$ cat src/rtl/assert_macros.svh
// ----------------------------------------------------------------------------
// Assertion macros shared by the set mapper RTL.
// Every check is clocked on clk and is off while arst_n is low.
// ----------------------------------------------------------------------------
`ifndef ASSERT_MACROS_SVH
`define ASSERT_MACROS_SVH

// Plain property check.
`define XFC_ASSERT(lbl, prop, msg) \
	lbl: assert property (@(posedge clk) disable iff (!arst_n) (prop)) \
		else $error(msg);

// Same-cycle implication check.
`define XFC_ASSERT_IMPL(lbl, ante, cons, msg) \
	lbl: assert property (@(posedge clk) disable iff (!arst_n) (ante) |-> (cons)) \
		else $error(msg);

`endif

$ cat src/rtl/xfc_pkg.sv
`timescale 1ns / 1ps
// ----------------------------------------------------------------------------
// xfc_pkg
// Widths, constants and shared types of the xor-fold cache set mapper.
// ----------------------------------------------------------------------------
package xfc_pkg;

	localparam int SET_INDEX_BITS = 16;

	// Input word fields
	localparam int TILE_W = 31;
	localparam int CHAN_W = 12;
	localparam int ROW_W  = 4;
	localparam int COL_W  = 4;

	// Result word fields
	localparam int KEY_W   = 51;
	localparam int LOCAL_W = 20;
	localparam int TSIZE_W = 21;

	// Configuration register widths
	localparam int CC_W = 13;
	localparam int KH_W = 5;
	localparam int KW_W = 5;
	localparam int SC_W = 17;

	localparam int IN_DATA_W  = ((TILE_W + CHAN_W + ROW_W + COL_W + 7) / 8) * 8;
	localparam int OUT_DATA_W = ((KEY_W + SET_INDEX_BITS + LOCAL_W + 7) / 8) * 8;
	localparam int ADDR_W     = 4;

	localparam int SET_LIMIT = (SET_INDEX_BITS >= 16) ? 65536 : (1 << SET_INDEX_BITS);
	localparam logic [SC_W-1:0] SET_LIMIT_V = SC_W'(SET_LIMIT);
	localparam logic [CC_W-1:0] CC_MAX = CC_W'(4096);
	localparam logic [KH_W-1:0] KH_MAX = KH_W'(16);
	localparam logic [KW_W-1:0] KW_MAX = KW_W'(16);

	localparam logic [63:0] MIX_C1 = 64'hff51afd7ed558ccd;
	localparam logic [63:0] MIX_C2 = 64'hc4ceb9fe1a85ec53;
	localparam logic [63:0] GOLDEN = 64'h9e3779b97f4a7c15;
	localparam int MIX_SHIFT  = 33;
	localparam int FOLD_SHIFT = 11;

	// Remainder pipeline: hash bits retired per stage
	localparam int HASH_W         = 32;
	localparam int DIV_STEP_BITS  = 4;
	localparam int DIV_STAGES     = HASH_W / DIV_STEP_BITS;
	localparam int REM_W          = SET_INDEX_BITS;
	localparam int CMP_W          = (REM_W + 1 > SC_W) ? REM_W + 1 : SC_W;

	typedef enum logic [1:0] {
		REG_CHANNEL_COUNT = 2'd0,
		REG_KERNEL_HEIGHT = 2'd1,
		REG_KERNEL_WIDTH  = 2'd2,
		REG_SET_COUNT     = 2'd3
	} reg_idx_t;

	typedef struct packed {
		logic [CC_W-1:0] cc;
		logic [KH_W-1:0] kh;
		logic [KW_W-1:0] kw;
		logic [SC_W-1:0] sc;
		logic            ok;
	} cfg_t;

	// Fields that ride alongside the hash through the mixing stages
	typedef struct packed {
		logic [KEY_W-1:0]   key;
		logic [LOCAL_W-1:0] local_idx;
		logic               err;
	} side_t;

endpackage

$ cat src/rtl/xfc_set_mod.sv
`timescale 1ns / 1ps
// ----------------------------------------------------------------------------
// xfc_set_mod
// Final xor-shift, then the hash reduced modulo set_count by a restoring
// remainder pipeline that retires four hash bits per stage.
// ----------------------------------------------------------------------------
`include "assert_macros.svh"

module xfc_set_mod import xfc_pkg::*; (
	input  logic               clk,
	input  logic               arst_n,
	input  cfg_t               cfg,
	input  logic               in_valid,
	output logic               in_ready,
	input  logic [63:0]        mixed,
	input  side_t              side_in,
	output logic               out_valid,
	input  logic               out_ready,
	output logic [REM_W-1:0]   set_index,
	output side_t              side_out
);

	logic [DIV_STAGES-1:0] vld_s;
	logic [DIV_STAGES:0]   rdy;
	logic [HASH_W-1:0]     hash_s [DIV_STAGES];
	logic [REM_W-1:0]      rem_s  [DIV_STAGES];
	side_t                 side_s [DIV_STAGES];
	logic [HASH_W-1:0]     hash_in;

	// One restoring step: shift in a hash bit, subtract the divisor if it fits.
	function automatic logic [REM_W-1:0] rem_step(input logic [REM_W-1:0] r,
			input logic b, input logic [SC_W-1:0] d);
		logic [CMP_W-1:0] t;
		logic [CMP_W-1:0] dd;
		t  = CMP_W'({r, b});
		dd = CMP_W'(d);
		if (t >= dd) begin
			t = t - dd;
		end
		return t[REM_W-1:0];
	endfunction

	// Low 32 bits of v ^ (v >> 33)
	assign hash_in = mixed[31:0] ^ HASH_W'(mixed[63:MIX_SHIFT]);

	assign rdy[DIV_STAGES] = out_ready;
	assign in_ready        = rdy[0];

	for (genvar k = 0; k < DIV_STAGES; k++) begin : g_stage
		logic              pv;
		logic [HASH_W-1:0] ph;
		logic [REM_W-1:0]  pr;
		side_t             ps;
		logic [REM_W-1:0]  rem_d;

		if (k == 0) begin : g_first
			assign pv = in_valid;
			assign ph = hash_in;
			assign pr = '0;
			assign ps = side_in;
		end else begin : g_next
			assign pv = vld_s[k-1];
			assign ph = hash_s[k-1];
			assign pr = rem_s[k-1];
			assign ps = side_s[k-1];
		end

		assign rdy[k] = !vld_s[k] || rdy[k+1];

		always_comb begin
			rem_d = pr;
			for (int i = 0; i < DIV_STEP_BITS; i++) begin
				rem_d = rem_step(rem_d, ph[HASH_W-1-k*DIV_STEP_BITS-i], cfg.sc);
			end
		end

		always_ff @(posedge clk or negedge arst_n) begin
			if (!arst_n) begin
				vld_s[k] <= 1'b0;
			end else if (rdy[k]) begin
				vld_s[k] <= pv;
			end
		end

		always_ff @(posedge clk) begin
			if (rdy[k]) begin
				hash_s[k] <= ph;
				rem_s[k]  <= rem_d;
				side_s[k] <= ps;
			end
		end
	end

	assign out_valid = vld_s[DIV_STAGES-1];
	assign set_index = rem_s[DIV_STAGES-1];
	assign side_out  = side_s[DIV_STAGES-1];

	// A legal word always leaves with a remainder below the set count.
	`XFC_ASSERT_IMPL(a_rem_below_sets, out_valid && !side_out.err,
		CMP_W'(set_index) < CMP_W'(cfg.sc), "set index not below set count")

endmodule

$ cat config.mk
export PLATFORM = sky130hd
export DESIGN_NAME = xfc_set_mod
export DESIGN_NICKNAME = d
export VERILOG_FILES = /design/src/rtl/xfc_pkg.sv /design/src/rtl/xfc_set_mod.sv
export VERILOG_INCLUDE_DIRS = /design/src /design/src/rtl
export SDC_FILE = /design/constraint.sdc
export NUM_CORES = 2
export LEC_CHECK = 0
export BUFFER_PORTS_ARGS = -buffer_cell sky130_fd_sc_hd__buf_2
export CORE_ASPECT_RATIO = 2
export CORE_UTILIZATION = 40
export DETAILED_ROUTE_END_ITERATION = 10
export SYNTH_ARGS = -nofsm -noshare
export SYNTH_HDL_FRONTEND = slang
export SYNTH_SLANG_ARGS = --single-unit
$ cat constraint.sdc
create_clock -name clk -period 15.7 [get_ports clk]
set_input_delay 2.355 -clock clk [delete_from_list [all_inputs] [get_ports clk]]
set_output_delay 2.355 -clock clk [all_outputs]
set_load 0.05 [all_outputs]
# == Word-level counts from Yosys, hierarchy flattened ==
# Memory sizes are Yosys's and may differ from the RTL's.
# Index checks and enable logic that the tools add are counted.
# totals
rom_bits,0
mem_bits_rw,960
regBits,8
latchBits,0
output_inout_bits,90
input_bits,181
memories,3
# memory_table
name,depth,word_bits,read_ports,rd_clocked_by_memory_dff,wr,line,rtl
side_s,8,72,8,0,8,xfc_set_mod.sv:27,side_t side_s [DIV_STAGES];
hash_s,8,32,7,0,8,xfc_set_mod.sv:25,logic [HASH_W-1:0] hash_s [DIV_STAGES];
rem_s,8,16,8,0,8,xfc_set_mod.sv:26,logic [REM_W-1:0] rem_s [DIV_STAGES];
# classes
eq_ne,0
div,0
magnitude_cmp,32
addsub,32
n_reduce_logical,16
shifts,0
bitwise_logic,1
n_mux,48
n_mul,0
# op_table
op,count
17-bit greater-or-equal comparator,31
16-bit two-way mux,32
16-bit subtractor,31
32-bit by 31-bit XOR with 32-bit output,1
1-bit by 17-bit greater-or-equal comparator with 1-bit output,1
1-bit two-way mux,16
1-bit by 16-bit subtractor with 16-bit output,1
1-bit zero test,8
1-bit logical OR,8

# == Logic depth before layout (Yosys ltp) ==
# depth
ltp_word,11
depth_mapped,45
mapped_depth_nobuf,40

# == Least setup slack after synthesis ==
# OpenSTA, ideal clock, no wires.
# synth_path
path_type,input-to-reg
start,input cfg[2] (netlist name)
end,"memory rem_s[1][24] (netlist name), data pin"
setup_ns,0.260
path_buffers,5
required_ns,15.440
arrival_time_ns,12.204
setup_slack_ns,3.236
path_stages,41
cell_sequence,inv_1 ha_1 nor2b_1 o211ai_1 nand3_1 a31o_2 o31ai_4 buf_2 mux2_2 ha_1 a21oi_1 and2_1 a211oi_1 nor3_2 a21oi_1 o41a_1 buf_2 buf_6 (+5 left out) a21oi_1 a22oi_1 a31oi_1 o221a_2 clkbuf_1 nand3_1 a21boi_0 inv_1 ha_1 a21oi_1 o21ai_1 nor2b_1 o21a_1 o41a_1 a221o_1 o221ai_2 buf_4 mux2_2
# synth_lines
item,line,rtl
start: declaration,xfc_set_mod.sv:12,"input cfg_t cfg,"
end: declaration,xfc_set_mod.sv:26,

==> run metrics <==
status=finished, final reports clean; htree depth=3; Setup crit end kind=register; largest net degree at the start of global routing=65; sum of negative setup slack=0 ns; arrival time worst endpoint=14.11 ns; WHS Endpoint=hash_s[4][10]; EDFF count, synth=816; fin util=44.9%; CTS Hold Bufs=0; r2r worst-path depth=37; first-pass GRT wire length=between 200000 and 250000 µm; WL/cell=21.1 µm; critical path peak fanout=25; yosys warns=0; IO Pins=271; startpoint types=primary input; top post-synthesis cells by area=edfxtp_1 45%, ha_1 12%, mux2_2 6.0%, xnor2_1 3.8%, a21oi_1 3.0%; layout cell share with drive strength beyond 1=15.9%; RePlAce Congestion=0.948; DRC Markers=0; Synth top cells by count=816 x edfxtp_1, 529 x ha_1, 320 x a21oi_1; CTS Buf Count=75; Die Ht=between 500 and 600 µm; clock tree buffer depth=3; Post-DP HPWL=110000 µm; final hold viol count=0; FP Rows=190; fmax=~73 MHz; r2r startpoint=rem_s[0][49]; clk slew on worst S/H paths=0.06 ns; fillers=approximately 12000; Vias/cell=roughly 5.7; global-route usage over all layers=21.1%; # clock sinks=824; Hold Startpoint=hash_s[3][10]; cts repair resizes=0; post-synth top area share=45.5%; Critical Path RT=16.08 ns; hold path depth=0; Hold Path Class=reg2reg; Area Growth Syn to Fin=11.5%; clk_lat worst skew=0.69 ns; Post-CTS Setup Inserts=0; Max stage delay cell, worst path=mux2i_1; endpoints failing setup=0; final net count=5803; fin crit share=87.4%; Routed WL=approximately 140000 µm; CP most frequent cell=ha_1; critical path startpoint=cfg[2]; die area=136000 µm²; Root Driver=clkbuf_16; Slew Limit Fails=0; RSZ-0062 raised after global routing=false; core footprint=134000 µm²; Routed Antenna Nets=0; top-count cell post-synth=edfxtp_1; Mapped Area=approximately 54000 µm²; Max Cap Viol=0; vias post-DR=slightly below 40000; Least-Margin Pin Slew=1.11 ns; Worst Clk Skew=between 0.04 and 0.05 ns; sequential fraction of the synthesis area=a little under half; Synth Register Bits=just over 800; post-synth top area cell=edfxtp_1; Die Width=approximately 260 µm; Mapped Cells=around 4700; max incr delay on CP=0.93 ns; reg-to-reg endpoint=rem_s[1][15]; DR iter-0 viols=around 1700; Port Buf Inserts=245; R2R Setup Slk=3.98 ns; Rel. slew slack=25.1%; ys async rst share=less than 1%; Post-Syn Area per Cell=11.4 µm²; minimum clock period=13.73 ns; overflow left after global routing=0; syn_nets=5473; initial antenna violation count=3; CTS tree=yes; Starting Density=40.3%; Main synth FF type=edfxtp_1; first-pass iteration count of the detailed router=5; vias in the first global route=40000; critical path class=in2reg; post-synth cell types=86
## registers in the layout, indices dropped and copies added (netlist names)
signal      cells
side_s        576
g_stage.pv      7
out_valid       1
rem_s         128
hash_s        112
## worst max path at each step
| stage | endpoint | slack [ns] | cells past startpoint |
|---|---|---|---|
| 2_1_floorplan | rem_s[1][24] | 3.24 | 41 |
| 3_3_place_gp | rem_s[1][15] | 1.47 | 39 |
| 3_5_place_dp | rem_s[1][15] | 1.50 | 39 |
| 4_1_cts | rem_s[1][15] | 2.16 | 39 |
| 5_1_grt | rem_s[1][15] | 1.50 | 39 |
| 6_report | rem_s[1][15] | 1.97 | 39 |
## layer usage
| layer | up-vias | GRT usage, % | wire (µm) |
|---|---|---|---|
| li1 | 18800 | - | - |
| met2 | 854 | 39.5 | 76500 |
| met1 | 18800 | 20.9 | 51600 |
| met5 | - | 0 | 0 |
| met3 | 385 | 2.76 | 4760 |
| met4 | 0 | 15.4 | 11500 |
## cells in the final DEF, fill, tap and decap left out, types with 69 or more instances in the layout
cell type	Yosys	final
a21oi_1	320	320
xnor2_1	234	234
ha_1	529	529
nand4_1	69	69
nor3_1	88	88
edfxtp_1	816	816
buf_4	3	75
mux2_2	289	289
nand3_1	93	91
inv_1	185	166
nand2_1	249	246
nor2_1	304	303
xor2_1	155	155
a21o_1	144	144
o21a_1	115	115
buf_2	24	245
o21ai_0	237	236
clkbuf_16	0	75
## critical path, delay by kind of cell
kind / cells / cell delay [ns]
multiplexers: 1 / 0.93
AO/OA/AOI/OAI: 19 / 5.63
AND/OR/NAND/NOR: 12 / 2.79
adder cells (fa/ha/maj): 4 / 1.69
buffers and inverters: 3 / 0.66
## cells by family after synthesis
kind of cell,count (synthesis),share of synthesized area [%]
DFF,824,45.8
muxes,343,7.06
AOI/OAI and AO/OA,1255,15.4
and+or+nand+nor,1106,9.99
adders and majority gates,560,13.4
xor gates and xnor gates,389,6.32
buffers and inverters,255,1.92
## area by class of cell
class	instances	area, µm²	share of cell area (%)
multi-input cells	3653	28200	47.0
flip-flops and latches	824	24700	41.1
well taps	1728	2160	3.60
clock buffers	86	1920	3.19
repair buffers	322	1830	3.04
inverters	186	707	1.18
clock inverters	44	536	0.891
diodes	2	5.00	0.00833
## metrics by stage
stage               hold WS (ns)  area [µm²]  worst slack, ns  std cells
finish                     0.391       60100             1.97       6845
global route               0.399       60100             1.50       6845
CTS                        0.382       60100             2.16       6843
detailed placement         0.405       57700             1.50       6713
global placement           0.400       57700             1.47       6713
floorplan                  0.400       53900             3.24       4732
Power is left out: the tool's default activity adds up to more than one toggle a clock period on the data nets, which glitch-free logic cannot reach.
