**config.mk**
```make
export PLATFORM = sky130hd
export DESIGN_NAME = xfc_key_calc
export DESIGN_NICKNAME = d
export VERILOG_FILES = /design/src/rtl/xfc_pkg.sv /design/src/rtl/xfc_key_calc.sv
export VERILOG_INCLUDE_DIRS = /design/src /design/src/rtl
export SDC_FILE = /design/constraint.sdc
export NUM_CORES = 2
export LEC_CHECK = 0
export CELL_PAD_IN_SITES_DETAIL_PLACEMENT = 0
export CELL_PAD_IN_SITES_GLOBAL_PLACEMENT = 1
export CORE_ASPECT_RATIO = 0.6
export CORE_MARGIN = 5
export CORE_UTILIZATION = 33
export CTS_CLUSTER_SIZE = 24
export DETAILED_ROUTE_END_ITERATION = 6
export DONT_BUFFER_PORTS = 1
export GPL_ROUTABILITY_DRIVEN = 0
export GPL_TIMING_DRIVEN = 0
export HOLD_SLACK_MARGIN = 0.06
export PLACE_DENSITY_LB_ADDON = 0.1
export SYNTH_ARGS = -nofsm -noshare
export SYNTH_HDL_FRONTEND = slang
export SYNTH_SLANG_ARGS = --single-unit
```
**constraint.sdc**
```tcl
create_clock -name clk -period 6.85 [get_ports clk]
set_input_delay 0.3425 -clock clk [delete_from_list [all_inputs] [get_ports clk]]
set_output_delay 0.3425 -clock clk [all_outputs]
set_load 0.02 [all_outputs]
```
**src/rtl/assert_macros.svh**
```systemverilog
// ----------------------------------------------------------------------------
// Assertion macros shared by the set mapper RTL.
// Every check is clocked on clk and is off while arst_n is low.
// ----------------------------------------------------------------------------
`ifndef ASSERT_MACROS_SVH
`define ASSERT_MACROS_SVH

// Plain property check.
`define XFC_ASSERT(lbl, prop, msg) \
	lbl: assert property (@(posedge clk) disable iff (!arst_n) (prop)) \
		else $error(msg);

// Same-cycle implication check.
`define XFC_ASSERT_IMPL(lbl, ante, cons, msg) \
	lbl: assert property (@(posedge clk) disable iff (!arst_n) (ante) |-> (cons)) \
		else $error(msg);

`endif

```
**src/rtl/xfc_pkg.sv**
```systemverilog
`timescale 1ns / 1ps
// ----------------------------------------------------------------------------
// xfc_pkg
// Widths, constants and shared types of the xor-fold cache set mapper.
// ----------------------------------------------------------------------------
package xfc_pkg;

	localparam int SET_INDEX_BITS = 16;

	// Input word fields
	localparam int TILE_W = 31;
	localparam int CHAN_W = 12;
	localparam int ROW_W  = 4;
	localparam int COL_W  = 4;

	// Result word fields
	localparam int KEY_W   = 51;
	localparam int LOCAL_W = 20;
	localparam int TSIZE_W = 21;

	// Configuration register widths
	localparam int CC_W = 13;
	localparam int KH_W = 5;
	localparam int KW_W = 5;
	localparam int SC_W = 17;

	localparam int IN_DATA_W  = ((TILE_W + CHAN_W + ROW_W + COL_W + 7) / 8) * 8;
	localparam int OUT_DATA_W = ((KEY_W + SET_INDEX_BITS + LOCAL_W + 7) / 8) * 8;
	localparam int ADDR_W     = 4;

	localparam int SET_LIMIT = (SET_INDEX_BITS >= 16) ? 65536 : (1 << SET_INDEX_BITS);
	localparam logic [SC_W-1:0] SET_LIMIT_V = SC_W'(SET_LIMIT);
	localparam logic [CC_W-1:0] CC_MAX = CC_W'(4096);
	localparam logic [KH_W-1:0] KH_MAX = KH_W'(16);
	localparam logic [KW_W-1:0] KW_MAX = KW_W'(16);

	localparam logic [63:0] MIX_C1 = 64'hff51afd7ed558ccd;
	localparam logic [63:0] MIX_C2 = 64'hc4ceb9fe1a85ec53;
	localparam logic [63:0] GOLDEN = 64'h9e3779b97f4a7c15;
	localparam int MIX_SHIFT  = 33;
	localparam int FOLD_SHIFT = 11;

	// Remainder pipeline: hash bits retired per stage
	localparam int HASH_W         = 32;
	localparam int DIV_STEP_BITS  = 4;
	localparam int DIV_STAGES     = HASH_W / DIV_STEP_BITS;
	localparam int REM_W          = SET_INDEX_BITS;
	localparam int CMP_W          = (REM_W + 1 > SC_W) ? REM_W + 1 : SC_W;

	typedef enum logic [1:0] {
		REG_CHANNEL_COUNT = 2'd0,
		REG_KERNEL_HEIGHT = 2'd1,
		REG_KERNEL_WIDTH  = 2'd2,
		REG_SET_COUNT     = 2'd3
	} reg_idx_t;

	typedef struct packed {
		logic [CC_W-1:0] cc;
		logic [KH_W-1:0] kh;
		logic [KW_W-1:0] kw;
		logic [SC_W-1:0] sc;
		logic            ok;
	} cfg_t;

	// Fields that ride alongside the hash through the mixing stages
	typedef struct packed {
		logic [KEY_W-1:0]   key;
		logic [LOCAL_W-1:0] local_idx;
		logic               err;
	} side_t;

endpackage

```
**src/rtl/xfc_key_calc.sv**
```systemverilog
`timescale 1ns / 1ps
// ----------------------------------------------------------------------------
// xfc_key_calc
// Four-stage front end: range check, local index, line key and xor fold.
// ----------------------------------------------------------------------------
`include "assert_macros.svh"

module xfc_key_calc import xfc_pkg::*; (
	input  logic              clk,
	input  logic              arst_n,
	input  cfg_t              cfg,
	input  logic              in_valid,
	output logic              in_ready,
	input  logic [TILE_W-1:0] tile_number,
	input  logic [CHAN_W-1:0] channel,
	input  logic [ROW_W-1:0]  row,
	input  logic [COL_W-1:0]  column,
	output logic              out_valid,
	input  logic              out_ready,
	output logic [63:0]       folded,
	output side_t             side
);

	logic vld_s1, vld_s2, vld_s3, vld_s4;
	logic rdy_s1, rdy_s2, rdy_s3, rdy_s4;

	// Stage 1
	logic [TILE_W-1:0]  tile_s1;
	logic [CHAN_W-1:0]  chan_s1;
	logic [COL_W-1:0]   col_s1;
	logic [16:0]        a_s1;
	logic [16:0]        ck_s1;
	logic               err_s1;
	// Stage 2
	logic [TILE_W-1:0]  tile_s2;
	logic [LOCAL_W-1:0] local_s2;
	logic [TSIZE_W-1:0] ts_s2;
	logic [43:0]        glo_s2;
	logic [31:0]        ghi_s2;
	logic               err_s2;
	// Stage 3
	logic [KEY_W-1:0]   key_s3;
	logic [63:0]        gch_s3;
	logic [LOCAL_W-1:0] local_s3;
	logic               err_s3;
	// Stage 4
	logic [63:0]        folded_s4;
	side_t              side_s4;

	logic [16:0] a_d;
	logic [16:0] ck_d;
	logic        err_d;
	logic [21:0] local_d;
	logic [21:0] ts_d;
	logic [43:0] ghi_d;
	logic [51:0] key_d;

	assign rdy_s4   = !vld_s4 || out_ready;
	assign rdy_s3   = !vld_s3 || rdy_s4;
	assign rdy_s2   = !vld_s2 || rdy_s3;
	assign rdy_s1   = !vld_s1 || rdy_s2;
	assign in_ready = rdy_s1;

	always_ff @(posedge clk or negedge arst_n) begin
		if (!arst_n) begin
			vld_s1 <= 1'b0;
			vld_s2 <= 1'b0;
			vld_s3 <= 1'b0;
			vld_s4 <= 1'b0;
		end else begin
			if (rdy_s1) vld_s1 <= in_valid;
			if (rdy_s2) vld_s2 <= vld_s1;
			if (rdy_s3) vld_s3 <= vld_s2;
			if (rdy_s4) vld_s4 <= vld_s3;
		end
	end

	// (channel * kernel_height + row) and channel_count * kernel_height
	assign a_d   = 17'(channel) * 17'(cfg.kh) + 17'(row);
	assign ck_d  = 17'(cfg.cc) * 17'(cfg.kh);
	assign err_d = !cfg.ok || (CC_W'(channel) >= cfg.cc)
		|| (KH_W'(row) >= cfg.kh) || (KW_W'(column) >= cfg.kw);

	always_ff @(posedge clk) begin
		if (rdy_s1) begin
			tile_s1 <= tile_number;
			chan_s1 <= channel;
			col_s1  <= column;
			a_s1    <= a_d;
			ck_s1   <= ck_d;
			err_s1  <= err_d;
		end
	end

	assign local_d = 22'(a_s1) * 22'(cfg.kw) + 22'(col_s1);
	assign ts_d    = 22'(ck_s1) * 22'(cfg.kw);
	assign ghi_d   = 44'(chan_s1) * 44'(GOLDEN[63:32]);

	always_ff @(posedge clk) begin
		if (rdy_s2) begin
			tile_s2  <= tile_s1;
			local_s2 <= local_d[LOCAL_W-1:0];
			ts_s2    <= ts_d[TSIZE_W-1:0];
			glo_s2   <= 44'(chan_s1) * 44'(GOLDEN[31:0]);
			ghi_s2   <= ghi_d[31:0];
			err_s2   <= err_s1;
		end
	end

	assign key_d = 52'(tile_s2) * 52'(ts_s2) + 52'(local_s2);

	always_ff @(posedge clk) begin
		if (rdy_s3) begin
			key_s3   <= key_d[KEY_W-1:0];
			gch_s3   <= 64'(glo_s2) + {ghi_s2, 32'd0};
			local_s3 <= local_s2;
			err_s3   <= err_s2;
		end
	end

	always_ff @(posedge clk) begin
		if (rdy_s4) begin
			folded_s4         <= 64'(key_s3) ^ 64'(key_s3 >> FOLD_SHIFT) ^ gch_s3;
			side_s4.key       <= key_s3;
			side_s4.local_idx <= local_s3;
			side_s4.err       <= err_s3;
		end
	end

	assign out_valid = vld_s4;
	assign folded    = folded_s4;
	assign side      = side_s4;

	// With a legal configuration and coordinate, the local index lies inside the tile.
	`XFC_ASSERT_IMPL(a_local_in_tile, vld_s2 && !err_s2, 21'(local_s2) < ts_s2,
		"local index not below tile size")

endmodule

```
After elaboration in Yosys (flattened, before gate mapping)
Cells that the tools add are included.
- $add $sub $neg: 4
- $mul: 7
- divide/modulo/power cells: 0
- $lt $le $gt $ge: 3
- eq/ne operators: 0
- shifts and indexed selects: 0
- muxes and demuxes: 0
- bitwise operators: 2
- reduce and logical (&&, ||, !) cells: 12
- operators by type and width (kind ; number):
    43-bit by 64-bit adder with 64-bit output ; 1
    51-bit by 64-bit XOR with 64-bit output ; 1
    51-bit by 20-bit adder with 51-bit output ; 1
    31-bit by 21-bit multiplier with 51-bit output ; 1
    51-bit by 40-bit XOR with 51-bit output ; 1
    12-bit by 31-bit multiplier with 43-bit output, second input constant ; 1
    12-bit by 32-bit multiplier with 32-bit output, second input constant ; 1
    17-bit by 5-bit multiplier with 21-bit output ; 1
    20-bit by 4-bit adder with 20-bit output ; 1
    17-bit by 5-bit multiplier with 20-bit output ; 1
    17-bit by 4-bit adder with 17-bit output ; 1
    12-bit by 5-bit multiplier with 17-bit output ; 1
    13-bit by 5-bit multiplier with 17-bit output ; 1
    12-bit by 13-bit greater-or-equal comparator with 1-bit output ; 1
    4-bit by 5-bit greater-or-equal comparator with 1-bit output ; 2
    1-bit logical OR ; 7
    1-bit logical NOT ; 5
- bits in registers: 506
- latch bits: 0
- memory bits (writable): 0
- bits in read-only memories: 0
- input bits: 96
- memories: 0

Longest topological paths before layout
- word-level depth: 5
- gate-level depth with buffers: 29

Least setup slack after synthesis
OpenSTA, ideal clock, no wires.
- path type: reg2reg
- from: reg ts_s2[6]
- to: reg key_s3[49] (data pin)
- data arrival time: 6476 ps
- slack: 112 ps
- cell stages (with the launch flop): 27
- buffers on the path: 2
- period minus slack after synthesis: 6738 ps
- cells stage by stage: edfxtp_1 clkbuf_1 and2_1 fa_1 inv_1 fa_1 inv_1 fa_1 inv_1 fa_1 fa_1 fa_1 fa_1 inv_1 ha_1 clkbuf_1 nand4_1 nor2_1 a211oi_1 o21ai_1 a21oi_1 a21bo_2 a31oi_1 nor4b_1 o311ai_1 o21ai_1 xor2_1
- word-level cells in the longest chain between the ends: 2
- ends and longest elaborated chain (item ; line ; RTL):
    from (decl) ; xfc_key_calc.sv:37 ; logic [TSIZE_W-1:0] ts_s2;
    from (signal assigned) ; xfc_key_calc.sv:103 ; ts_s2 <= ts_d[TSIZE_W-1:0];
    31-bit by 21-bit multiplier with 51-bit output ; xfc_key_calc.sv:110 ; assign key_d = 52'(tile_s2) * 52'(ts_s2) + 52'(local_s2);
    51-bit by 20-bit adder with 51-bit output ; xfc_key_calc.sv:110 ;
    via key_d[49] ; xfc_key_calc.sv:56 ; logic [51:0] key_d;
    to (signal assigned) ; xfc_key_calc.sv:114 ; key_s3 <= key_d[KEY_W-1:0];
    to (decl) ; xfc_key_calc.sv:42 ; logic [KEY_W-1:0] key_s3;
The timed path passes the listed nets, and every way through them passes these cells.
A chain may end at the register's enable or synchronous reset.

Worst setup path in the final report
- from: reg ts_s2[14]
- to: reg key_s3[45] (data pin)
Same word-level chain as after synthesis.

==> metrics.md <==
| Metric | Value |
|---|---|
| Worst-margin pin slew | `1108 ps` |
| Post-route ant nets | `0` |
| GR Overflow Total | `0` |
| Hold_ws | `109.1 ps` |
| Ports | `234` |
| Status | `finished with violations` |
| Synth warnings | `0` |
| Hold Path Class | `input pin to flip-flop` |
| Critical path, cell by cell | `clkbuf_2, nand2_1, fa_1, inv_1, fa_1, fa_1, fa_1, fa_1, fa_1, fa_1, ha_4, nand4_1, nor2_1, a211oi_2, o21ai_1, a21oi_1, a21bo_4, a31oi_4, buf_12, nor4b_4, buf_6, o311ai_4, nand2_1, xor2_1` |
| #FFs+latches synth | `504` |
| H-Tree Depth | `2` |
| Worst Path Arrival | `7730 ps` |
| Multi-input logic area | `37820 sq um` |
| Most numerous cell in the Yosys netlist | `inv_1` |
| Longest Clk Path Bufs | `3` |
| Register area share after synthesis | `between 20% and 30%` |
| Clock root buffer | `clkbuf_16` |
| Rows | `118` |
| Mapped cell area | `57010 sq um` |
| Final worst path period need | `7275 ps` |
| Die footprint | `between 150000 and 200000 sq um` |
| Highest Clock Rate | `137.5 MHz` |
| Initial core utilization | `33.12%` |
| CP Class | `flip-flop to flip-flop` |
| Reg2reg start | `ts_s2[14]` |
| Drt first-iter violations | `3013` |
| Worst-path maximum fanout | `10` |
| Placed cell area | `60160 sq um` |
| Setup crit start kind | `flip-flop` |
| Number of synthesized flops with an enable pin | `500` |
| Hpwl dp | `approximately 160 mm` |
| Synth Instances | `~5300` |
| First-pass GRT wire length | `286.8 mm` |
| # DRC | `0` |
| Die Wd | `546.6 um` |
| Routed wire length | `~200 mm` |
| Top FF cell, synth | `edfxtp_1` |
| CTS Buf Count | `54` |
| Synth top cells by count | `1105 x inv_1, 937 x fa_1, 584 x nand2_1` |
| Filler cells | `~17000` |
| Synth top area cells | `fa_1 33%, edfxtp_1 26%, ha_1 11%` |
| Total number of vias | `about 37000` |
| Failing checks | `negative setup slack` |
| Top-area cell type share of the netlist area | `32.90%` |
| Core ar. | `172200 sq um` |
| DR pass1 iterations | `5` |
| CP delay by family, top | `adder cells` |
| Slowest stage cell, crit path | `fa_1` |
| Final Hold Vio Count | `0` |
| CP bufs+invs | `4` |
| Area occupied by registers | `15110 sq um` |
| DR vias/cell | `4.743` |
| Cell taking the most area after synthesis | `fa_1` |
| Crit path launch | `ts_s2[14]` |
| Area growth from synthesis to final layout | `15.24%` |
| TritonCTS clock tree | `yes` |
| Crit path required time | `7310 ps` |
| Initial antenna violation count | `19` |
| Tot GR Track Use | `21.83%` |
| Asr flop ratio synth | `0.7937%` |
| Final instance area | `65700 sq um` |
| RSZ-0062 raised after global routing | `true` |
| Synth Net Count | `approximately 7000` |
| CP endpoint kind | `flip-flop` |
| Clk sinks | `504` |
| Crit path largest cell delay | `approximately 600 ps` |
| Port Buf Inserts | `0` |
| Maxcap violations | `0` |
| Period utilisation layout | `106.2%` |
| Clock transition at path regs | `around 70 ps` |
| Clock skew after layout | `around 25 ps` |
| Clk_lat worst skew | `approximately 710 ps` |
| CP dominant cell by count | `fa_1` |
| Largest net degree at the start of global routing | `96` |
| Die Y | `about 330 um` |
| Synth unique cells | `72` |
| Setup slack after layout | `-424.6 ps` |
| Post-DR wirelength/cell | `between 20 and 25 um` |
| Vias in the first global route | `39763` |
| Hold_sp | `cfg[40]` |
| NumNets Final | `7098` |
| Slew headroom | `25.60%` |
| Layout cell share with drive strength beyond 1 | `9.387%` |
| Setup violations, final | `17` |
| Syn_area_per_cell | `10.80 sq um` |
| Final Max Tran Viols | `0` |
## sequential cells by signal, summed over array words and instances, names as in the netlist
signal / flops
err_s1: 1
gch_s3: 64
glo_s2: 41
err_s2: 1
err_s3: 1
vld_s1: 1
side: 72
folded: 64
chan_s1: 12
vld_s3: 1
key_s3: 51
tile_s1: 31
local_s2: 20
vld_s2: 1
ck_s1: 17
tile_s2: 31
ts_s2: 21
ghi_s2: 32
col_s1: 4
out_valid: 1
local_s3: 20
a_s1: 17
## what timing repair did
item                                    4_1_cts  5_1_grt
gates cloned                                  6        3
resized for setup                           416      107
endpoints found under the setup margin       46       27
setup buffers                               109       47
endpoints found under the hold margin        56        0
pin swaps                                    72       61
hold buffers                                 55        0
## layer usage
metal	vias to the layer above	GRT usage (%)	part of all wire [%]
met2	1076	27.65	36
met5	-	0	0
met4	0	3.422	1.6
met3	119	7.054	9.6
met1	19234	35.65	53
li1	17003	-	-
## final timing paths
| check | to | slack (ps) | depth (start not counted) |
|---|---|---|---|
| setup / recovery | key_s3[45] | -420 | 24 |
| hold / removal | err_s1 | 110 | 2 |
| setup reg to reg | key_s3[45] | -420 | 24 |
| hold reg to reg | tile_s2[27] | 420 | 0 |
| max in group asynchronous | vld_s2 | 6220 | 2 |
| min in group asynchronous | out_valid | 460 | 2 |
## kinds of logic after synthesis
family | count (synthesis) | synth area share, %
xor gates and xnor gates | 305 | 4.685
DFF | 504 | 26.51
and+or+nand+nor | 1275 | 10.88
AOI/OAI and AO/OA | 460 | 5.280
buffers and inverters | 1286 | 8.473
muxes | 3 | 0.05267
adders and majority gates | 1448 | 44.12
## cell usage in the layout, fill, tap and decap left out, drive strengths merged, types with 5 or more instances in the layout
cell type	synthesis	layout
a211oi	12	12
a21boi	11	11
a21o	69	69
a21oi	159	159
a31o	6	6
a31oi	8	8
a41oi	5	5
and2	416	416
and3	25	25
buf	3	193
bufinv	0	6
clkbuf	178	208
clkinv	0	23
diode	0	19
dlygate4sd3	0	55
edfxtp	500	500
fa	937	937
ha	511	511
inv	1105	1110
nand2	584	584
nand2b	29	29
nand3	37	37
nand4	20	20
nor2	107	107
nor2b	23	23
nor3	17	17
o211ai	17	17
o21a	22	22
o21ai	80	80
o21bai	29	29
o31ai	7	7
o41ai	5	5
xnor2	241	241
xor2	64	64
## final cells by class
class                   instances  area share (%)
clock buffers                  58           2.080
flip-flops and latches        504           23.00
well taps                    2280           4.342
plain buffers                 168           2.388
clock inverters                37          0.6589
inverters                    1105           6.324
diodes                         19         0.07236
multi-input cells            3491           57.56
repair buffers                230           3.573
## stage by stage
step                util, %  setup TNS, ps  std cells  setup WS, ps
floorplan                 -              0       5281         112.1
global placement      34.78        -547800       7561         -2954
detailed placement    34.95         -48190       7574         -2655
CTS                   37.76          -3664       7830        -402.6
global route          38.14          -7448       7874        -615.8
finish                38.17          -4508       7892        -424.6
## worst reg2reg max path: cells and delay by family (launching register included)
| family | cells | cell delay, ps |
|---|---|---|
| AO/OA/AOI/OAI | 6 | 1330 |
| AND/OR/NAND/NOR | 5 | 550 |
| buffers and inverters | 4 | 870 |
| XOR/XNOR | 1 | 160 |
| flip-flops | 1 | 430 |
| adder cells (fa/ha/maj) | 8 | 3690 |
Power is not shown: default switching activity piles up to over one toggle a cycle in this logic, so the estimate is an artifact.
