### src/rtl/assert_macros.svh
// ----------------------------------------------------------------------------
// Assertion macros shared by the set mapper RTL.
// Every check is clocked on clk and is off while arst_n is low.
// ----------------------------------------------------------------------------
`ifndef ASSERT_MACROS_SVH
`define ASSERT_MACROS_SVH

// Plain property check.
`define XFC_ASSERT(lbl, prop, msg) \
	lbl: assert property (@(posedge clk) disable iff (!arst_n) (prop)) \
		else $error(msg);

// Same-cycle implication check.
`define XFC_ASSERT_IMPL(lbl, ante, cons, msg) \
	lbl: assert property (@(posedge clk) disable iff (!arst_n) (ante) |-> (cons)) \
		else $error(msg);

`endif

### src/rtl/xfc_pkg.sv
`timescale 1ns / 1ps
// ----------------------------------------------------------------------------
// xfc_pkg
// Widths, constants and shared types of the xor-fold cache set mapper.
// ----------------------------------------------------------------------------
package xfc_pkg;

	localparam int SET_INDEX_BITS = 16;

	// Input word fields
	localparam int TILE_W = 31;
	localparam int CHAN_W = 12;
	localparam int ROW_W  = 4;
	localparam int COL_W  = 4;

	// Result word fields
	localparam int KEY_W   = 51;
	localparam int LOCAL_W = 20;
	localparam int TSIZE_W = 21;

	// Configuration register widths
	localparam int CC_W = 13;
	localparam int KH_W = 5;
	localparam int KW_W = 5;
	localparam int SC_W = 17;

	localparam int IN_DATA_W  = ((TILE_W + CHAN_W + ROW_W + COL_W + 7) / 8) * 8;
	localparam int OUT_DATA_W = ((KEY_W + SET_INDEX_BITS + LOCAL_W + 7) / 8) * 8;
	localparam int ADDR_W     = 4;

	localparam int SET_LIMIT = (SET_INDEX_BITS >= 16) ? 65536 : (1 << SET_INDEX_BITS);
	localparam logic [SC_W-1:0] SET_LIMIT_V = SC_W'(SET_LIMIT);
	localparam logic [CC_W-1:0] CC_MAX = CC_W'(4096);
	localparam logic [KH_W-1:0] KH_MAX = KH_W'(16);
	localparam logic [KW_W-1:0] KW_MAX = KW_W'(16);

	localparam logic [63:0] MIX_C1 = 64'hff51afd7ed558ccd;
	localparam logic [63:0] MIX_C2 = 64'hc4ceb9fe1a85ec53;
	localparam logic [63:0] GOLDEN = 64'h9e3779b97f4a7c15;
	localparam int MIX_SHIFT  = 33;
	localparam int FOLD_SHIFT = 11;

	// Remainder pipeline: hash bits retired per stage
	localparam int HASH_W         = 32;
	localparam int DIV_STEP_BITS  = 4;
	localparam int DIV_STAGES     = HASH_W / DIV_STEP_BITS;
	localparam int REM_W          = SET_INDEX_BITS;
	localparam int CMP_W          = (REM_W + 1 > SC_W) ? REM_W + 1 : SC_W;

	typedef enum logic [1:0] {
		REG_CHANNEL_COUNT = 2'd0,
		REG_KERNEL_HEIGHT = 2'd1,
		REG_KERNEL_WIDTH  = 2'd2,
		REG_SET_COUNT     = 2'd3
	} reg_idx_t;

	typedef struct packed {
		logic [CC_W-1:0] cc;
		logic [KH_W-1:0] kh;
		logic [KW_W-1:0] kw;
		logic [SC_W-1:0] sc;
		logic            ok;
	} cfg_t;

	// Fields that ride alongside the hash through the mixing stages
	typedef struct packed {
		logic [KEY_W-1:0]   key;
		logic [LOCAL_W-1:0] local_idx;
		logic               err;
	} side_t;

endpackage

### src/rtl/xfc_cfg_regs.sv
`timescale 1ns / 1ps
// ----------------------------------------------------------------------------
// xfc_cfg_regs
// APB register file holding the tile geometry and the set count.
// ----------------------------------------------------------------------------
module xfc_cfg_regs import xfc_pkg::*; (
	input  logic              clk,
	input  logic              arst_n,
	input  logic              psel,
	input  logic              penable,
	input  logic              pwrite,
	input  logic [ADDR_W-1:0] paddr,
	input  logic [31:0]       pwdata,
	output logic [31:0]       prdata,
	output logic              pready,
	output cfg_t              cfg
);

	logic [CC_W-1:0] cc_q;
	logic [KH_W-1:0] kh_q;
	logic [KW_W-1:0] kw_q;
	logic [SC_W-1:0] sc_q;
	reg_idx_t        idx;
	logic            wr_en;

	assign pready = 1'b1;
	assign idx    = reg_idx_t'(paddr[ADDR_W-1:2]);
	assign wr_en  = psel && penable && pwrite && pready;

	always_ff @(posedge clk or negedge arst_n) begin
		if (!arst_n) begin
			cc_q <= CC_W'(1);
			kh_q <= KH_W'(1);
			kw_q <= KW_W'(1);
			sc_q <= SC_W'(1);
		end else if (wr_en) begin
			unique case (idx)
				REG_CHANNEL_COUNT: cc_q <= pwdata[CC_W-1:0];
				REG_KERNEL_HEIGHT: kh_q <= pwdata[KH_W-1:0];
				REG_KERNEL_WIDTH:  kw_q <= pwdata[KW_W-1:0];
				REG_SET_COUNT:     sc_q <= pwdata[SC_W-1:0];
			endcase
		end
	end

	always_comb begin
		unique case (idx)
			REG_CHANNEL_COUNT: prdata = 32'(cc_q);
			REG_KERNEL_HEIGHT: prdata = 32'(kh_q);
			REG_KERNEL_WIDTH:  prdata = 32'(kw_q);
			REG_SET_COUNT:     prdata = 32'(sc_q);
		endcase
	end

	assign cfg.cc = cc_q;
	assign cfg.kh = kh_q;
	assign cfg.kw = kw_q;
	assign cfg.sc = sc_q;
	// A register outside its legal range turns every word into a coordinate error.
	assign cfg.ok = (cc_q != '0) && (cc_q <= CC_MAX)
		&& (kh_q != '0) && (kh_q <= KH_MAX)
		&& (kw_q != '0) && (kw_q <= KW_MAX)
		&& (sc_q != '0) && (sc_q <= SET_LIMIT_V);

endmodule

### config.mk
export PLATFORM = sky130hd
export DESIGN_NAME = xfc_cfg_regs
export DESIGN_NICKNAME = d
export VERILOG_FILES = /design/src/rtl/assert_macros.svh /design/src/rtl/xfc_pkg.sv /design/src/rtl/xfc_cfg_regs.sv
export SDC_FILE = /design/constraint.sdc
export NUM_CORES = 1
export LEC_CHECK = 0
export ABC_AREA = 1
export BUFFER_PORTS_ARGS = -buffer_cell sky130_fd_sc_hd__buf_2
export CAP_MARGIN = 20
export CORE_ASPECT_RATIO = 0.8
export CORE_UTILIZATION = 40
export CTS_CLUSTER_DIAMETER = 60
export DETAILED_ROUTE_END_ITERATION = 10
export PLACE_DENSITY = 0.69
export SETUP_SLACK_MARGIN = 0.2
export SLEW_MARGIN = 20
export SYNTH_ARGS = -nofsm -noshare
export SYNTH_HDL_FRONTEND = slang
export SYNTH_SLANG_ARGS = --single-unit
### constraint.sdc
create_clock -name clk -period 2.2 [get_ports clk]
set_input_delay 0.22 -clock clk [delete_from_list [all_inputs] [get_ports clk]]
set_output_delay 0.22 -clock clk [all_outputs]
set_load 0.005 [all_outputs]
# Yosys cells after proc, flatten, opt, wreduce, memory -nomap -nowiden
# Cells that the tools add are included.
[op_classes]
n_lt_le_gt_ge = 4
n_eq_ne = 3
muxes = 1
n_reduce_logical = 18
[ops]
columns = ["op", "count"]
rows = [
  ["$pmux 32 s4", 1],
  ["$le 17x17->1 const B", 1],
  ["$reduce_bool 17->1", 1],
  ["$le 13x13->1 const B", 1],
  ["$reduce_bool 13->1", 1],
  ["$le 5x5->1 const B", 2],
  ["$reduce_bool 5->1", 2],
  ["$logic_and 1x1->1", 9],
  ["$reduce_and 2->1", 4],
  ["$eq 2x2->1 const B", 2],
  ["$eq 2x1->1 const B", 1],
  ["$logic_not 2->1", 1],
]
[totals]
reg_bits = 40
in_bits = 41

# Logic depth before layout (Yosys ltp)
# Gate-level depths: netlist (run 1).
[logic_depth]
depth_word = 8
mapped_depth = 8
mapped_depth_nobuf = 8

# Worst setup path after synthesis (run 1)
# No wires, ideal clock.
[synth_timing]
path_type = "register to output"
start = "register kw_q[0]"
end = "output cfg[0] in the netlist's numbering"
arrival_time_ns = 0.987
path_slack_ns = 0.993
stages_incl_launch_ff = 9
n_path_buf = 0
cell_sequence = "dfstp_2 -> nor2_1 -> nand2_1 -> nand2_1 -> nand2_1 -> inv_1 -> nor2_1 -> nand2_1 -> nor2_1"
[synth_lines]
columns = ["element", "line", "rtl"]
rows = [
  ["start: declaration", "xfc_cfg_regs.sv:21", "logic [KW_W-1:0] kw_q;"],
  ["start signal: assignment", "xfc_cfg_regs.sv:40", "REG_KERNEL_WIDTH: kw_q <= pwdata[KW_W-1:0];"],
  ["end: declaration", "xfc_cfg_regs.sv:16", "output cfg_t cfg"],
]

==> qor.csv, run 1 <==
metric,value,unit
status,"finished, final reports clean",
area share of fa/ha/maj cells after synthesis,0,%
Nets,391,
leakage,1.50,nW
Port Buf Inserts,81,
share of layout cells above drive strength 1,37.3,%
Seq cells post-synth,40,
"Seq/Total Area, Yosys",45.0,%
Synth top cells by count,"72 x nand2_1, 36 x dfrtp_1, 31 x nor2_1",
gpl congestion,0.845,
pin count of the biggest net entering global routing,41,
RSZ-0062 raised after global routing,no,
worst setup margin,0.461,ns
global-route wire length before repair,8470,um
Post-CTS Hold Buffers,0,
relative slew slack,41.4,%
Crit path largest cell delay,0.41,ns
Final HPWL DP,3990,um
area of the core,0.00518,mm^2
Main synth FF type,dfrtp_1,
pwr dens,835,mW/mm^2
Yosys top cell area share,40.3,%
YS warnings,0,
number of flops mapped to enable cells by yosys,0,
Worst Setup Start Kind,flop,
Mapped Area,0.00223,mm^2
Die Height,68.8,um
clk slew on worst S/H paths,0.07,ns
WL/cell,12.7,um
Root Buffer,clkbuf_8,
crit end category,output pin,
std cell rows,23,
Worst Tran Pin Value,0.879,ns
Final Hold Fails,0,
HP Class,in2async,
largest cells by area after synthesis,"dfrtp_1 40%, nand2_1 12%, o21ai_2 9.0%",
Die X,85.5,um
post_cts resized,0,
post-route ant nets,0,
initial antenna violation count,0,
gr ovfl total,0,
drt pass-1 iters,4,
ANT cells,0,
slowest CP cell,dfrtp_1,
Worst EP required,1.98,ns
Compound-Gate Fraction of Synth Area,17.1,%
Clock Sinks,40,
TritonCTS clock tree,yes,
GRT Overall Usage,18.9,%
main combinational cell family by area after synthesis,simple AND/OR/NAND/NOR gates,
post-synthesis simple-gate area fraction,23.4,%
Clock Path Buffers,2,
area of the die,0.00589,mm^2
min Tclk post-route,1.74,ns
via count of the first global-routing pass,1740,
Register Area,0.00101,mm^2
area grow syn2layout,19.7,%
async set-reset flop share out of synthesis,100,%
postcts setup bufs,0,
CTS Buf Count,5,
Via density,4.76,
post-synthesis mux area share,0,%
Total Routed Length,5230,um
Initial Util,43.1,%
WS Path Type,reg2out,
DRC,0,
Detailed Route Iter0 Violations,107,
Filler cells,527,
DR vias,1964,
fin crit share,79.0,%
setup TNS,0,ns
Max Cap Viol,0,
Pins Over Slew Limit,0,
Crit Path Max Fanout,4,
Peak VDD IR,428,uV
clk_lat worst skew,0.29,ns
Avg Inst Size Synth,8.24,um^2
CP cell instances,"nor2_1, nand3_1, nand2_1, nand2_1, nor2_1, nand2_1, nor2_1, buf_2",
post-place setup slack,0.682,ns
FMAX,575,MHz
Netlist cell types,25,
CP Data Arrival Time,1.52,ns
Cells after Synth,271,
XOR/XNOR Fraction of Synth Area,0,%
H-tree depth,2,
area of the multi-input gates,966,um^2
clock skew,0,ns
Ports,115,
most common cell in the netlist,nand2_1,
post-synth top area cell,dfrtp_1,
Final setup viols,0,
[power breakdown]
group / switching [W] / total, W / internal, W
clock network: 0.000250 / 0.000500 / 0.000250
registers: 0.000171 / 0.00107 / 0.000897
logic: 0.000350 / 0.000663 / 0.000313
[cell families after synthesis]
group,Yosys count
simple gates,124
buf+inv,54
compound gates,51
flops,40
other cells,2
[placed cells by master (no fill, tap or decap)]
master,count
buf_2,81
nand2_1,72
dfrtp_1,36
nor2_1,31
inv_1,27
o21ai_2,23
conb_1,16
o21ai_1,13
a22o_1,7
nand3_1,7
clkbuf_8,6
nand4_1,5
a21oi_2,4
dfstp_2,4
o21ai_0,3
nand2_2,3
nand2_4,2
inv_2,2
clkinv_2,2
nor2_2,1
clkinv_4,1
nor2_4,1
a21oi_1,1
nor3_1,1
and3_1,1
buf_4,1
[per-layer routing]
metal,routed length (um),GRT usage [%],vias to the layer above
met5,0,0,-
li1,-,-,991
met3,386,4.29,2
met2,2270,28.2,81
met4,9,4.38,0
met1,2570,28.0,890
[metrics by stage]
step	hold slack, ns	area (um^2)	power [W]	utilization [%]	std cells
CTS	0.0696	2670	0.00225	51.6	413
global route	0.105	2670	0.00240	51.6	413
floorplan	-0.0756	2290	0.00145	-	285
global placement	0.382	2580	0.00173	49.8	405
finish	0.0512	2670	0.00223	51.6	413
detailed placement	0.385	2580	0.00175	49.8	405
[sequential cells by signal (all words and copies together), names as in the netlist]
name,flops
cc_q,13
kh_q,5
kw_q,5
sc_q,17
[final timing paths]
| check | slack [ns] | endpoint | startpoint | cells past startpoint |
|---|---|---|---|---|
| setup / recovery | 0.46 | cfg[0] | kh_q[2] | 8 |
| hold / removal | 0.05 | kw_q[1] | arst_n | 1 |
| setup reg to reg | 1.37 | cc_q[0] | cc_q[0] | 2 |
| hold reg to reg | 0.50 | kw_q[0] | kw_q[0] | 2 |
| max in group asynchronous | 1.61 | cc_q[8] | arst_n | 1 |
| min in group clk | 0.17 | sc_q[16] | pwdata[16] | 3 |
[worst max-delay path, delay by kind of cell (launching register included)]
family,cells,cell delay (ns)
flip-flops,1,0.41
buffers and inverters,1,0.13
AND/OR/NAND/NOR,7,0.71
[final cells by class]
type | instances | share of cell area, %
Multi-Input combinational cell | 191 | 36.1
Clock inverter | 2 | 0.375
Sequential cell | 40 | 37.6
Clock buffer | 6 | 3.09
Timing Repair Buffer | 82 | 15.4
Inverter | 30 | 4.40
Tap cell | 62 | 2.90
Note: power is estimated with default switching activity, not from simulation.
==> inputs of run 2 (changes only) <==
ABC_AREA = 0   (was 1)
PLACE_DENSITY = 0.71   (was 0.69)
clock period = 1.8 ns   (was 2.2 ns; I/O delays follow)
==> qor.csv, run 2 <==
metric,value,unit
leakage,1.29,nW
Mapped Area,0.00200,mm^2
crit end category,output pin,
R2R depth,3,
"Design Area, Final",0.00259,mm^2
GRT Overall Usage,19.1,%
clk slew on worst S/H paths,0.07,ns
WS Path Type,reg2out,
Synth top cells by count,"36 x dfrtp_1, 27 x mux2_2, 17 x buf_4",
post-synth top area cell,dfrtp_1,
Ports,115,
Via density,5.08,
Pins Over Slew Limit,0,
max reg flops,17,
ANT cells,0,
GR Util met2,28.4,%
Initial Util,42.5,%
Die X,81.0,um
Peak VDD IR,587,uV
H-tree depth,2,
DR vias,1513,
grt peak-use layer,met2,
Crit Path Max Fanout,4,
Top Registers,"sc_q x17, cc_q x13",
initial antenna violation count,0,
Total Routed Length,4760,um
"most common cell after layout, fill and taps aside",buf_2,
DRC,0,
fin crit share,108,%
"Seq/Total Area, Yosys",50.3,%
area of the core,0.00471,mm^2
Clock Path Buffers,2,
Detailed Route Iter0 Violations,57,
gr ovfl total,0,
RSZ-0062 raised after global routing,yes,
Final HPWL DP,3580,um
Cells after Synth,145,
hold depth,2,
pwr dens,1060,mW/mm^2
global-route wire length before repair,7400,um
Yosys top cell area share,45.1,%
post-route ant nets,0,
FMAX,517,MHz
post-place setup slack,0.0609,ns
Hold EP,sc_q[13],
Util after Layout,55.0,%
async set-reset flop share out of synthesis,100,%
Netlist cell types,26,
Nets,278,
Root Buffer,clkbuf_8,
failing checks,setup timing,
Max Cap Viol,0,
Final Hold Fails,0,
Main synth FF type,dfrtp_1,
register with the most flip-flops,sc_q,
worst setup margin,-0.136,ns
worst flop-to-flop path endpoint,sc_q[4],
Die Height,65.2,um
Clock Sinks,40,
std cell rows,22,
status,finished with violations,
area grow syn2layout,29.4,%
gpl congestion,0.776,
largest cells by area after synthesis,"dfrtp_1 45%, mux2_2 15%, mux2_1 7.3%",
clock skew,0,ns
most common cell in the netlist,dfrtp_1,
via count of the first global-routing pass,1346,
Worst Setup Start Kind,flop,
CTS Buf Count,5,
min-delay src,pwdata[13],
Port Buf Inserts,81,
Seq cells post-synth,40,
area of the die,0.00529,mm^2
Critical R2R Launch,sc_q[4],
YS warnings,0,
pin count of the biggest net entering global routing,23,
HP Class,in2reg,
min Tclk post-route,1.94,ns
Worst EP required,1.62,ns
most frequent cells in the layout,"80 x buf_2, 36 x dfrtp_1, 27 x mux2_2, 16 x conb_1, 13 x mux2_1",
share of layout cells above drive strength 1,58.8,%
number of flops mapped to enable cells by yosys,0,
r2r setup slk,0.76,ns
clk_lat worst skew,0.28,ns
area post-placement,0.00245,mm^2
CP Data Arrival Time,1.76,ns
TritonCTS clock tree,yes,
met3 usage,4.44,%
Final setup viols,1,
Avg Inst Size Synth,13.8,um^2
WL/cell,16.0,um
met1 Track Usage GR,27.7,%
drt pass-1 iters,4,
[run 2: cell types whose count changed after synthesis, sizes merged, moves of 5 or more]
cell / before / now
a21oi: 5 / 0
inv: 29 / 0
mux2: 0 / 40
mux4: 0 / 5
nand2: 77 / 2
nand3: 7 / 2
nor2: 33 / 3
nor4: 0 / 10
o21ai: 39 / 0
[run 2: kinds of logic (layout without fill, tap and decap cells)]
kind of cell / after synthesis / count (layout) / share of synthesized area (%)
AO/OA/AOI/OAI: 8 / 8 / 3.50
multiplexers: 45 / 45 / 28.2
flip-flops: 40 / 40 / 50.3
buffers and inverters: 21 / 100 / 7.57
other: 2 / 16 / 0.376
XOR/XNOR: 4 / 4 / 1.75
AND/OR/NAND/NOR: 25 / 25 / 8.32
[run 2: timing repair]
action,in CTS,in global routing
hold buffers,1,0
buffers inserted,1,1
gates resized for setup,2,1
hold endpoints to repair,16,0
cloned,0,0
endpoints found under the setup margin,1,3
pin swaps,2,1
[run 2: final cells by class]
| cell class | instances | area, um^2 |
|---|---|---|
| Timing Repair Buffer | 92 | 509 |
| Fill cell | 432 | 2120 |
| Multi-Input combinational cell | 98 | 907 |
| Tap cell | 60 | 75.1 |
| Clock buffer | 8 | 90.1 |
| Sequential cell | 40 | 1010 |
[run 2: power breakdown]
group	total (W)	switching [W]	internal, W
Clock	0.000601	0.000289	0.000312
Sequential	0.00136	0.000235	0.00113
Combinational	0.000792	0.000309	0.000482
[run 2: how the worst max path moves through the flow]
stage          startpoint      to  cells past startpoint
4_1_cts           sc_q[4]  cfg[0]                      6
3_5_place_dp      sc_q[4]  cfg[0]                      6
3_3_place_gp      sc_q[4]  cfg[0]                      6
6_report          sc_q[6]  cfg[0]                      5
2_1_floorplan    sc_q[11]  cfg[0]                      4
5_1_grt           sc_q[3]  cfg[0]                      6
[run 2: stage by stage]
step                cells  setup TNS (ns)  hold slack (ns)  power (W)
floorplan             159               0           -0.116    0.00171
global placement      287               0            0.171    0.00212
detailed placement    287               0            0.176    0.00214
CTS                   297          -0.132           0.0977    0.00276
global route          298          -0.197           0.0937    0.00293
finish                298          -0.136            0.106    0.00275
[run 2: metal layers]
metal | vias to the layer above | wire length (um)
li1 | 690 | -
met1 | 756 | 2280
met2 | 62 | 2150
met3 | 5 | 297
met4 | 0 | 35
met5 | - | 0
[run 2: worst max-delay path: stages (launching register included)]
cell,delay (ns)
dfrtp_1,0.41
nor4_1,0.39
nand4_1,0.18
xnor2_1,0.16
nor4_1,0.18
buf_2,0.17
==> inputs of run 3 (changes only) <==
CORE_UTILIZATION = 44   (was 40)
PLACE_DENSITY = 0.77   (was 0.71)
==> qor.csv, run 3 (synthesized netlist as in run 2, its figures left out) <==
metric,value,unit
status,finished with violations,
failing checks,setup timing,
Final setup viols,1,
Final HPWL DP,3570,um
Max Cap Viol,0,
area of the die,0.00482,mm^2
Worst EP required,1.62,ns
std cell rows,21,
initial antenna violation count,0,
crit end category,output pin,
Crit Path Max Fanout,4,
Top Registers,"sc_q x17, cc_q x13",
Pins Over Slew Limit,0,
ANT cells,0,
RSZ-0062 raised after global routing,yes,
register with the most flip-flops,sc_q,
Port Buf Inserts,81,
Ports,115,
"most common cell after layout, fill and taps aside",buf_2,
drt pass-1 iters,4,
Root Buffer,clkbuf_8,
DRC,0,
CTS Buf Count,5,
pin count of the biggest net entering global routing,25,
min-delay src,pwdata[14],
DR vias,1528,
via count of the first global-routing pass,1454,
Critical R2R Launch,cc_q[8],
global-route wire length before repair,7630,um
Nets,280,
Clock Path Buffers,2,
relative slew slack,63.5,%
Via density,5.14,
Worst Setup SP,cc_q[0],
Worst Setup Start Kind,flop,
fin crit share,103,%
max reg flops,17,
most frequent cells in the layout,"81 x buf_2, 36 x dfrtp_1, 27 x mux2_2, 16 x conb_1, 13 x mux2_1",
gpl congestion,0.797,
Detailed Route Iter0 Violations,55,
r2r setup slk,0.87,ns
FMAX,539,MHz
WL/cell,16.2,um
leakage,1.30,nW
HP Class,in2reg,
clk slew on worst S/H paths,0.07,ns
Worst Tran Pin Value,0.547,ns
Initial Util,46.7,%
H-tree depth,2,
Die X,77.4,um
clk_lat worst skew,0.28,ns
Total Routed Length,4820,um
area grow syn2layout,31.8,%
Clock Sinks,40,
final non-filler cell total,297,
Die Height,62.3,um
gr ovfl total,0,
Filler cells,361,
share of layout cells above drive strength 1,61.3,%
pwr dens,1050,mW/mm^2
Final Hold Fails,0,
min Tclk post-route,1.86,ns
Peak VDD IR,702,uV
WS Path Type,reg2out,
worst setup margin,-0.0561,ns
clock skew,0,ns
total power draw,0.00278,W
TritonCTS clock tree,yes,
GRT Overall Usage,20.9,%
placed insts,286,
area of the core,0.00428,mm^2
post-route ant nets,0,
CP Data Arrival Time,1.68,ns
-- run 3: cell types whose count changed in the layout (fill, tap and decap cells not counted) --
cell / change
clkinv_2: +1
nor4_2: +4
buf_6: +2
buf_4: -1
nor4_1: -5
buf_2: +1
nor4_4: +1
clkbuf_8: -1
-- run 3: worst max-delay path: stages, from the launching register on --
cell	delay [ns]
dfstp_2	0.41
nor4_4	0.31
nand3_1	0.13
xnor2_1	0.16
nor4_2	0.23
buf_2	0.15
-- run 3: final cells by class --
class                           instances  area, um^2  area share (%)
Clock buffer                            7        76.3            2.90
Clock inverter                          1        5.00           0.190
Multi-Input combinational cell         98         947            35.9
Sequential cell                        40        1010            38.2
Tap cell                               57        71.3            2.71
Timing Repair Buffer                   94         529            20.1
-- run 3: final timing paths --
check,end,cells after the start
max in group asynchronous,sc_q[2],3
setup / recovery,cfg[0],5
min in group asynchronous,kw_q[4],2
hold / removal,sc_q[14],2
hold reg to reg,sc_q[9],1
setup reg to reg,cc_q[8],2
-- run 3: per-layer routing --
| layer | global-route usage [%] | part of all wire [%] | up-vias |
|---|---|---|---|
| met1 | 30.7 | 49 | 765 |
| met2 | 32.1 | 46 | 65 |
| li1 | - | - | 696 |
| met4 | 3.30 | 0.37 | 0 |
| met5 | 0 | 0 | - |
| met3 | 4.71 | 5.0 | 2 |
-- run 3: where the power goes --
group	total [W]	leakage (nW)	internal, W	switching, W
Combinational	0.000838	0.779	0.000514	0.000324
Clock	0.000556	0.0422	0.000272	0.000284
Sequential	0.00139	0.483	0.00113	0.000261
Total	0.00278	1.30	0.00191	0.000869
-- run 3: timing repair --
action                                 CTS  global route
hold buffers                             1             0
setup endpoints to repair                1             3
buffers inserted                         2             0
cloned                                   0             0
endpoints found under the hold margin   18             0
gates resized for setup                  8             3
pin swaps                                3             2
-- run 3: per-stage QoR --
stage | cell area (um^2) | setup TNS, ns | hold slack, ns | setup WS (ns) | util [%]
floorplan | 2050 | 0 | -0.116 | 0.427 | -
global placement | 2460 | 0 | 0.186 | 0.145 | 57.6
CTS | 2620 | -0.0960 | 0.108 | -0.0960 | 61.2
finish | 2640 | -0.0561 | 0.115 | -0.0561 | 61.5
global route | 2640 | -0.149 | 0.122 | -0.149 | 61.5
detailed placement | 2460 | 0 | 0.193 | 0.152 | 57.6
